File: src/rtl/crc8fe_pkg.sv
`default_nettype none
// ----------------------------------------------------------------------------
// CRC-8 frame encoder package
// Shared types, constants and the CRC-8 byte update for the frame encoder.
// ----------------------------------------------------------------------------
package crc8fe_pkg;

  localparam int unsigned ByteW      = 8;
  localparam int unsigned MaxResults = 5;
  localparam int unsigned CntW       = $clog2(MaxResults + 1);
  localparam int unsigned IdxW       = $clog2(MaxResults);
  localparam int unsigned ApbDataW   = 32;
  localparam int unsigned ApbAddrW   = 3;

  localparam logic [ByteW-1:0] CrcPoly       = 8'h07;
  localparam logic [ByteW-1:0] CrcTop        = 8'h80;
  localparam logic [ByteW-1:0] CrcInit       = 8'h00;
  localparam logic [ByteW-1:0] HeaderReset   = 8'hAA;
  localparam logic [ByteW-1:0] TrailerReset  = 8'h55;

  localparam logic [CntW-1:0] CntNone     = 3'd0;
  localparam logic [CntW-1:0] CntData     = 3'd1;
  localparam logic [CntW-1:0] CntDataEnd  = 3'd3;
  localparam logic [CntW-1:0] CntStart    = 3'd3;
  localparam logic [CntW-1:0] CntStartEnd = 3'd5;

  typedef enum logic {
    KIND_START = 1'b0,
    KIND_DATA  = 1'b1
  } kind_e;

  typedef enum logic {
    REG_HEADER  = 1'b0,
    REG_TRAILER = 1'b1
  } reg_sel_e;

  typedef struct packed {
    logic [MaxResults-1:0][ByteW-1:0] bytes;
    logic [CntW-1:0]                  count;
    logic                             has_trailer;
  } res_t;

  function automatic logic [ByteW-1:0] crc8_update(input logic [ByteW-1:0] crc,
                                                   input logic [ByteW-1:0] data);
    logic [ByteW-1:0] c;
    c = crc ^ data;
    for (int b = 0; b < ByteW; b++) begin
      if ((c & CrcTop) != '0) begin
        c = (c << 1) ^ CrcPoly;
      end else begin
        c = c << 1;
      end
    end
    return c;
  endfunction

endpackage
`default_nettype wire

File: src/rtl/crc8fe_builder.sv
`default_nettype none
// ----------------------------------------------------------------------------
// CRC-8 frame encoder item builder
// Holds the open-frame state and turns one accepted item into its result bytes.
// ----------------------------------------------------------------------------
module crc8fe_builder (
  input  wire logic                        clk_i,
  input  wire logic                        rst_ni,
  input  wire logic                        accept_i,
  input  wire logic                        kind_i,
  input  wire logic [crc8fe_pkg::ByteW-1:0] command_i,
  input  wire logic [crc8fe_pkg::ByteW-1:0] frame_length_i,
  input  wire logic [crc8fe_pkg::ByteW-1:0] data_byte_i,
  input  wire logic [crc8fe_pkg::ByteW-1:0] header_i,
  input  wire logic [crc8fe_pkg::ByteW-1:0] trailer_i,
  output crc8fe_pkg::res_t                 res_o
);

  logic                        frame_open_q, frame_open_d;
  logic [crc8fe_pkg::ByteW-1:0] bytes_left_q, bytes_left_d;
  logic [crc8fe_pkg::ByteW-1:0] crc_q, crc_d;
  logic [crc8fe_pkg::ByteW-1:0] crc_next;
  logic [crc8fe_pkg::ByteW-1:0] left_dec;

  assign crc_next = crc8fe_pkg::crc8_update(crc_q, data_byte_i);
  assign left_dec = bytes_left_q - 8'd1;

  always_comb begin
    res_o             = '0;
    frame_open_d      = frame_open_q;
    bytes_left_d      = bytes_left_q;
    crc_d             = crc_q;
    res_o.count       = crc8fe_pkg::CntNone;
    res_o.has_trailer = 1'b0;
    if (kind_i == crc8fe_pkg::KIND_START) begin
      res_o.bytes[0] = header_i;
      res_o.bytes[1] = command_i;
      res_o.bytes[2] = frame_length_i;
      crc_d          = crc8fe_pkg::CrcInit;
      if (frame_length_i == '0) begin
        res_o.bytes[3]    = crc8fe_pkg::CrcInit;
        res_o.bytes[4]    = trailer_i;
        res_o.count       = crc8fe_pkg::CntStartEnd;
        res_o.has_trailer = 1'b1;
        frame_open_d      = 1'b0;
        bytes_left_d      = '0;
      end else begin
        res_o.count  = crc8fe_pkg::CntStart;
        frame_open_d = 1'b1;
        bytes_left_d = frame_length_i;
      end
    end else if (frame_open_q) begin
      res_o.bytes[0] = data_byte_i;
      bytes_left_d   = left_dec;
      crc_d          = crc_next;
      if (left_dec == '0) begin
        res_o.bytes[1]    = crc_next;
        res_o.bytes[2]    = trailer_i;
        res_o.count       = crc8fe_pkg::CntDataEnd;
        res_o.has_trailer = 1'b1;
        frame_open_d      = 1'b0;
        crc_d             = crc8fe_pkg::CrcInit;
      end else begin
        res_o.count = crc8fe_pkg::CntData;
      end
    end
  end

  always_ff @(posedge clk_i or negedge rst_ni) begin
    if (!rst_ni) begin
      frame_open_q <= 1'b0;
      bytes_left_q <= '0;
      crc_q        <= crc8fe_pkg::CrcInit;
    end else if (accept_i) begin
      frame_open_q <= frame_open_d;
      bytes_left_q <= bytes_left_d;
      crc_q        <= crc_d;
    end
  end

endmodule
`default_nettype wire

File: src/rtl/crc8_frame_encoder_core.sv
`default_nettype none
// ----------------------------------------------------------------------------
// CRC-8 frame encoder core
// Builds byte-serial frames: header, command, length, payload, CRC-8, trailer.
// ----------------------------------------------------------------------------
// Usage:
//   The input channel (in_valid_i/in_ready_o) takes start items and payload
//   data items. The output channel (out_valid_o/out_ready_i) delivers the
//   frame bytes one by one, with last_o on the final byte of each input item
//   and frame_end_o on the trailer byte. An accepted item is turned into its
//   bytes combinationally and registered; they appear on the output in the
//   cycle after acceptance. The output register sends one byte per cycle
//   while out_ready_i is high, and an item yields 1, 3 or 5 bytes. The next
//   item is accepted in the cycle its predecessor's last byte is taken. Data
//   items that arrive with no open frame produce no bytes. Header and trailer
//   bytes are written through the APB port at byte addresses 0 and 4; the
//   user must write them only while the block is idle, which the block does
//   not enforce. Reset closes any open frame, clears the CRC, empties the
//   output register and loads header 0xAA and trailer 0x55. When the receiver
//   stalls, the current byte holds and the input stops accepting until the
//   last byte of the buffered item is taken.
// ----------------------------------------------------------------------------
module crc8_frame_encoder_core (
  input  wire logic                             clk_i,
  input  wire logic                             rst_ni,
  input  wire logic                             in_valid_i,
  output      logic                             in_ready_o,
  input  wire logic                             kind_i,
  input  wire logic [crc8fe_pkg::ByteW-1:0]     command_i,
  input  wire logic [crc8fe_pkg::ByteW-1:0]     frame_length_i,
  input  wire logic [crc8fe_pkg::ByteW-1:0]     data_byte_i,
  output      logic                             out_valid_o,
  input  wire logic                             out_ready_i,
  output      logic [crc8fe_pkg::ByteW-1:0]     out_byte_o,
  output      logic                             frame_end_o,
  output      logic                             last_o,
  input  wire logic                             psel,
  input  wire logic                             penable,
  input  wire logic                             pwrite,
  input  wire logic [crc8fe_pkg::ApbAddrW-1:0]  paddr,
  input  wire logic [crc8fe_pkg::ApbDataW-1:0]  pwdata,
  output      logic [crc8fe_pkg::ApbDataW-1:0]  prdata,
  output      logic                             pready
);

  logic [crc8fe_pkg::ByteW-1:0] header_q;
  logic [crc8fe_pkg::ByteW-1:0] trailer_q;
  logic                         reg_wr;
  crc8fe_pkg::reg_sel_e         reg_sel;

  crc8fe_pkg::res_t             res_new;
  logic [crc8fe_pkg::MaxResults-1:0][crc8fe_pkg::ByteW-1:0] bytes_q;
  logic [crc8fe_pkg::CntW-1:0]  cnt_q;
  logic                         trl_q;
  logic [crc8fe_pkg::IdxW-1:0]  idx_q;
  logic                         in_fire;
  logic                         out_fire;
  logic                         at_last;

  assign pready  = 1'b1;
  assign reg_wr  = psel && penable && pwrite;
  assign reg_sel = crc8fe_pkg::reg_sel_e'(paddr[2]);

  always_comb begin
    prdata = '0;
    unique case (reg_sel)
      crc8fe_pkg::REG_HEADER:  prdata[crc8fe_pkg::ByteW-1:0] = header_q;
      crc8fe_pkg::REG_TRAILER: prdata[crc8fe_pkg::ByteW-1:0] = trailer_q;
      default:                 prdata = '0;
    endcase
  end

  always_ff @(posedge clk_i or negedge rst_ni) begin
    if (!rst_ni) begin
      header_q  <= crc8fe_pkg::HeaderReset;
      trailer_q <= crc8fe_pkg::TrailerReset;
    end else if (reg_wr) begin
      if (reg_sel == crc8fe_pkg::REG_HEADER) begin
        header_q <= pwdata[crc8fe_pkg::ByteW-1:0];
      end else begin
        trailer_q <= pwdata[crc8fe_pkg::ByteW-1:0];
      end
    end
  end

  assign out_valid_o = (cnt_q != crc8fe_pkg::CntNone);
  assign at_last     = (idx_q == (cnt_q - 3'd1));
  assign out_fire    = out_valid_o && out_ready_i;
  assign in_ready_o  = !out_valid_o || (out_ready_i && at_last);
  assign in_fire     = in_valid_i && in_ready_o;

  assign out_byte_o  = bytes_q[idx_q];
  assign last_o      = out_valid_o && at_last;
  assign frame_end_o = out_valid_o && at_last && trl_q;

  crc8fe_builder u_builder (
    .clk_i          (clk_i),
    .rst_ni         (rst_ni),
    .accept_i       (in_fire),
    .kind_i         (kind_i),
    .command_i      (command_i),
    .frame_length_i (frame_length_i),
    .data_byte_i    (data_byte_i),
    .header_i       (header_q),
    .trailer_i      (trailer_q),
    .res_o          (res_new)
  );

  always_ff @(posedge clk_i or negedge rst_ni) begin
    if (!rst_ni) begin
      cnt_q <= crc8fe_pkg::CntNone;
      idx_q <= '0;
    end else if (in_fire) begin
      cnt_q <= res_new.count;
      idx_q <= '0;
    end else if (out_fire) begin
      if (at_last) begin
        cnt_q <= crc8fe_pkg::CntNone;
        idx_q <= '0;
      end else begin
        idx_q <= idx_q + 3'd1;
      end
    end
  end

  always_ff @(posedge clk_i) begin
    if (in_fire) begin
      bytes_q <= res_new.bytes;
      trl_q   <= res_new.has_trailer;
    end
  end

  assert property (@(posedge clk_i) disable iff (!rst_ni)
    out_valid_o |-> (idx_q < cnt_q))
    else $error("Output index runs past the buffered byte count.");

  assert property (@(posedge clk_i) disable iff (!rst_ni)
    frame_end_o |-> last_o)
    else $error("Trailer byte is not the last byte of its item.");

  assert property (@(posedge clk_i) disable iff (!rst_ni)
    (out_fire && !at_last) |=> (out_valid_o && idx_q == $past(idx_q) + 3'd1))
    else $error("Output sequence skipped or lost a byte.");

endmodule
`default_nettype wire
File: config.mk
export PLATFORM = sky130hd
export DESIGN_NAME = crc8_frame_encoder_core
export DESIGN_NICKNAME = d
export VERILOG_FILES = /design/src/rtl/crc8fe_pkg.sv /design/src/rtl/crc8fe_builder.sv /design/src/rtl/crc8_frame_encoder_core.sv
export SDC_FILE = /design/constraint.sdc
export NUM_CORES = 1
export LEC_CHECK = 0
export ABC_AREA = 1
export BUFFER_PORTS_ARGS = -buffer_cell sky130_fd_sc_hd__buf_4
export CORE_MARGIN = 2
export CORE_UTILIZATION = 58
export DETAILED_ROUTE_END_ITERATION = 10
export PLACE_DENSITY_LB_ADDON = 0.1
export SLEW_MARGIN = 20
export SYNTH_ARGS = -nofsm -noshare
export SYNTH_HDL_FRONTEND = slang
export SYNTH_SLANG_ARGS = --single-unit
File: constraint.sdc
create_clock -name clk_i -period 6.05 [get_ports clk_i]
set_input_delay 0.9075 -clock clk_i [delete_from_list [all_inputs] [get_ports clk_i]]
set_output_delay 0.9075 -clock clk_i [all_outputs]
set_load 0.005 [all_outputs]
# Yosys cells after proc, flatten, opt, wreduce, memory -nomap -nowiden
# Cells that the tools add are included.
[op_classes]
n_addsub = 3
mul = 0
div = 0
n_lt_le_gt_ge = 1
eq_ne = 2
shift = 0
n_mux = 34
bitwise_logic = 11
n_reduce_logical = 19
[ops]
columns = ["op", "count"]
rows = [
  ["2-to-1 mux 28 bit", 2],
  ["2-to-1 mux 8 bit", 7],
  ["2-to-1 mux 3 bit", 15],
  ["binary-select mux 8 bit (select 3 bit)", 1],
  ["NOT 3 bit", 8],
  ["zero test 8 bit", 2],
  ["2-to-1 mux 16 bit", 1],
  ["case mux 8 bit (2 select lines)", 1],
  ["AND reduction 2 bit", 4],
  ["subtractor 8 x 1 -> 8 bit, second input constant", 1],
  ["XOR 8 bit", 1],
  ["logical AND 1 bit", 7],
  ["2-to-1 mux 1 bit", 6],
  ["< comparator 3 x 4 -> 1 bit, second input constant", 1],
  ["nonzero test 2 bit", 2],
  ["adder 3 x 1 -> 3 bit, second input constant", 1],
  ["equality test 3 bit", 1],
  ["nonzero test 3 bit", 1],
  ["subtractor 3 x 1 -> 3 bit, second input constant", 1],
  ["2-to-1 mux 2 bit", 1],
  ["inequality test 2 x 1 -> 1 bit, second input constant", 1],
  ["NOT 1 bit", 2],
  ["OR reduction 2 bit", 1],
  ["zero test 1 bit", 1],
  ["logical OR 1 bit", 1],
]
[word_totals]
reg_bits = 80
latchBits = 0
mem_bits_rw = 0
mem_bits_ro = 0
in_bits = 67
elab_cells = 83
mem_count = 0

# Depth between registers and ports, before layout
[depth]
word_depth = 21
mapped_depth = 16
ltp_nobuf = 15

# Modules after synthesis
# From an unflattened synthesis, not the netlist that was laid out.
[unflattened]
cells_unflattened = 581
hier_area_um2 = 4768.3
[modules_own_cells]
columns = ["mod", "n_inst", "cells_each", "area_per_inst_um2", "seq_area_each_um2"]
rows = [
  ["crc8_frame_encoder_core", 1, 294, 2955.3, 1791.7],
  ["crc8fe_builder", 1, 287, 1813.0, 425.4],
]

# Least setup slack after synthesis
# Ideal clock, no wire load.
[synth_path]
path_kind = "input to output"
from = "in paddr[2] (netlist bit)"
to = "out prdata[0] (netlist bit)"
arrival_time_ps = 1539
required_ps = 5142
path_slack_ps = 3604
path_stages = 4
n_path_buf = 2
path_cell_list = "clkbuf_1 > clkbuf_1 > nand2_1 > o21ai_0"
[synth_between]
elab_chain_len = 2
[synth_lines]
columns = ["item", "line", "text"]
rows = [
  ["start, declared", "crc8_frame_encoder_core.sv:40", "input wire logic [crc8fe_pkg::ApbAddrW-1:0] paddr,"],
  ["NOT 1 bit (no source line)", "-", ""],
  ["case mux 8 bit (2 select lines) (*)", "crc8_frame_encoder_core.sv:66", "unique case (reg_sel)"],
  ["end, declared", "crc8_frame_encoder_core.sv:42", "output logic [crc8fe_pkg::ApbDataW-1:0] prdata,"],
]
# Every way passes the cells marked *; elsewhere a longest branch is shown, timed or not.

# Worst setup path in the final report
[layout_path]
from = "reg idx_q[1] (netlist bit)"
to = "out out_byte_o[1] (netlist bit)"
[layout_between]
elab_chain_len = 2
[layout_lines]
columns = ["item", "line", "text"]
rows = [
  ["start, declared", "crc8_frame_encoder_core.sv:55", "logic [crc8fe_pkg::IdxW-1:0] idx_q;"],
  ["start signal, assigned", "crc8_frame_encoder_core.sv:121", "idx_q <= idx_q + 3'd1;"],
  ["binary-select mux 8 bit (select 3 bit)", "crc8_frame_encoder_core.sv:92", "assign out_byte_o = bytes_q[idx_q];"],
  ["2-to-1 mux 8 bit (not written as such)", "crc8_frame_encoder_core.sv:92", ""],
  ["end, declared", "crc8_frame_encoder_core.sv:34", "output logic [crc8fe_pkg::ByteW-1:0] out_byte_o,"],
]
# No other way between the ends. The select of a mux whose other input is x is not followed.

==> metrics.md <==
| Metric | Value |
|---|---|
| Status | completed |
| Synth area leader | edfxtp_1 |
| Register Area | 1977 um^2 |
| Cell chain of the critical path | inv_1 > nor2_1 > nand2_1 > a31oi_1 > buf_4 |
| CTS Buffer Depth | 2 |
| IO Pins | 112 |
| DRC Markers | 0 |
| Clock root buffer | clkbuf_8 |
| Synthesized area per cell | 7.902 um^2 |
| Initial DRC Count | 255 |
| Setup crit start kind | register |
| Port Buffers | 60 |
| TritonCTS buffer count | 9 |
| Hold crit path type | register to register |
| Cell Pwr Density | 450.4 nW/um^2 |
| Routed len/inst | 14.09 um |
| Vias in the first global route | 3440 |
| Final min period | 2.947 ns |
| Slowest CP cell | dfrtp_1 |
| Ratio of cells with drive above 1 in the final layout | 21.06% |
| Fraction of registers with async set/reset | 54.17% |
| Maximum clock frequency | 339.3 MHz |
| Pleak | 2.456 nW |
| Die area | 8131 um^2 |
| CP max FO | 12 |
| Relative slew slack | 55.72% |
| Initial antenna violation count | 0 |
| Top_reg_cell synth | edfxtp_1 |
| Number of max-cap violations | 0 |
| Sequential-to-total area share from yosys stat | 45.90% |
| Clk Latency, worst-skew pair | 0.36 ns |
| Total Wirelength | 9.891 mm |
| Total Routing Usage GR | 25.72% |
| Setup-failing EPs final | 0 |
| First-pass GRT wire length | 16.54 mm |
| Cts repair resizes | 0 |
| Filler cells | 599 |
| Post CTS Setup Buffer Count | 0 |
| Hold_buf cts | 0 |
| Commonest non-fill, non-tap cell in the layout | nand2_1 |
| Die width | 90.17 um |
| RSZ-0062 raised after global routing | false |
| Vias per inst | 5.150 |
| Levels on crit path | 5 |
| Crit path arrival time | 2.04 ns |
| Most frequent cells in the layout | nand2_1, inv_1, buf_4, o21ai_0, edfxtp_1 |
| Crit path capture type | primary output |
| Critical path's largest stage delay | 0.58 ns |
| Synth Register Bits | 72 |
| Final HPWL DP | 7.211 mm |
| Hold Fails Final Rpt | 0 |
| Worst slew pin tran | 0.6635 ns |
| Diodes inserted | 0 |
| Worst r2r path cells | 13 |
| Synth Cell Area | 4307 um^2 |
| CTS Sinks | 72 |
| Core box area | 7214 um^2 |
| Final worst setup slack | 3.103 ns |
| Initial Utilization | 59.69% |
| Area Overhead vs Synth | 13.71% |
| Delay-heaviest family, CP | flip-flops |
| Post-Syn Instances | 545 |
| Setup Crit Path Kind | register to primary output |
| Final Cycle Share | 48.71% |
| Hold Path Stages | 2 |
| Yosys cell types | 36 |
| EDFF count, synth | 33 |
| Share of the synthesized area in the top cell type | 23.01% |
| Row count | 31 |
| Buffers & Inverters on Critical Path | 2 |
| Overflow after GRT | 0 |
| Antenna-violating nets left | 0 |
| CTS H-tree depth | 3 |
| Final TNS setup | 0 ns |
| Reg clk slew, reported paths | 0.07 ns |
| Clk_skew | 0.01344 ns |
| Largest net degree at the start of global routing | 40 |
| Layout net count | 670 |
| Largest cells by area after synthesis | edfxtp_1, dfrtp_1, nand2_1 |
| Dpl ws | 3.150 ns |
| Die height | 90.17 um |
| Drt first pass iters | 5 |
| CTS tree | built |
| YS warnings | 0 |
| Peak VDD IR | 0.0002283 V |
| Vias | 3615 |
| Routability cong. | 0.8594 |
| Slew Limit Fails | 0 |
| Data required time of the worst path | 5.14 ns |
| Multi-input gate area | 1884 um^2 |
-- worst register-to-register path: cells and delay by family, from the launching register on --
family,cells,cell delay (ns)
fa+ha+maj,2,0.48
buf+inv,3,0.40
flops,1,0.37
simple gates,8,1.09
-- Yosys cell counts (2+ instances only) --
cell        n
nor2_2      3
a31oi_1     8
o21ai_1     9
inv_1      61
ha_1        5
buf_4      28
dfrtp_1    31
edfxtp_1   33
nor4_1      2
xor2_1     10
o21ai_0    42
nor2_4      4
xnor2_1     5
buf_1       3
nand2_1   172
nand2_2    28
o22ai_1     5
nand4_1     9
a21oi_1     8
dfstp_2     8
clkbuf_1    8
inv_2       4
nand3_1    14
nor2_1     32
conb_1      2
-- layout make-up --
class | instances | area share, %
Sequential cell | 72 | 40.37
Multi-Input combinational cell | 389 | 38.48
Inverter | 65 | 4.982
Timing Repair Buffer | 61 | 9.351
Clock buffer | 13 | 3.475
Tap cell | 99 | 2.529
Clock inverter | 3 | 0.8176
-- worst paths after layout --
| path | slack (ns) | end | from |
|---|---|---|---|
| max | 3.10 | out_byte_o[1] | idx_q[1]$_DFFE_PN0P_ |
| min | 0.49 | header_q[3]$_DFFE_PN1P_ | header_q[3]$_DFFE_PN1P_ |
| max reg2reg | 3.59 | u_builder.crc_q[3]$_DFFE_PN0P_ | cnt_q[0]$_DFFE_PN0P_ |
| min reg2reg | 0.49 | header_q[3]$_DFFE_PN1P_ | header_q[3]$_DFFE_PN1P_ |
| max in group asynchronous | 5.15 | header_q[7]$_DFFE_PN1P_ | rst_ni |
| min in group asynchronous | 0.52 | u_builder.bytes_left_q[5]$_DFFE_PN0P_ | rst_ni |
-- routing by layer --
layer / track usage (%) / part of all wire (%) / wire, um / vias up
met5: 0 / 0 / 0 / -
met4: 9.487 / 2.1 / 212 / 0
met3: 5.029 / 6.0 / 593 / 20
met2: 40.73 / 47 / 4630 / 137
met1: 35.41 / 45 / 4454 / 1671
li1: - / - / - / 1787
-- cells by family after synthesis --
kind of cell / count (synthesis) / share of synthesized area [%]
AOI/OAI and AO/OA: 73 / 8.948
xor gates and xnor gates: 15 / 3.050
adders and majority gates: 5 / 1.453
buffers and inverters: 107 / 12.35
DFF: 72 / 45.90
other: 2 / 0.1744
and+or+nand+nor: 271 / 28.12
-- metrics by stage --
| step | cells | total power [mW] | hold WS (ns) | area [um^2] | util [%] |
|---|---|---|---|---|---|
| 6_report | 702 | 2.206 | 0.4897 | 4897 | 67.88 |
| 5_1_grt | 702 | 2.378 | 0.5167 | 4897 | 67.88 |
| 4_1_cts | 702 | 2.204 | 0.4918 | 4897 | 67.88 |
| 3_5_place_dp | 686 | 1.802 | 0.4730 | 4687 | 64.97 |
| 3_3_place_gp | 686 | 1.766 | 0.4700 | 4687 | 64.97 |
| 2_1_floorplan | 568 | 1.477 | 0.4530 | 4393 | - |
-- registers in the layout, summed over array words and instances, names as in the netlist --
name	cells
bytes_q	32
cnt_q	3
header_q	8
idx_q	3
trailer_q	8
trl_q	1
u_builder.bytes_left_q	8
u_builder.crc_q	8
u_builder.frame_open_q	1
-- where the power goes --
part	internal, mW	switching (mW)	leakage (nW)
logic	0.371	0.623	1.55
clock network	0.226	0.177	0.109
registers	0.689	0.119	0.796
Power figures use the tool's default switching activity.
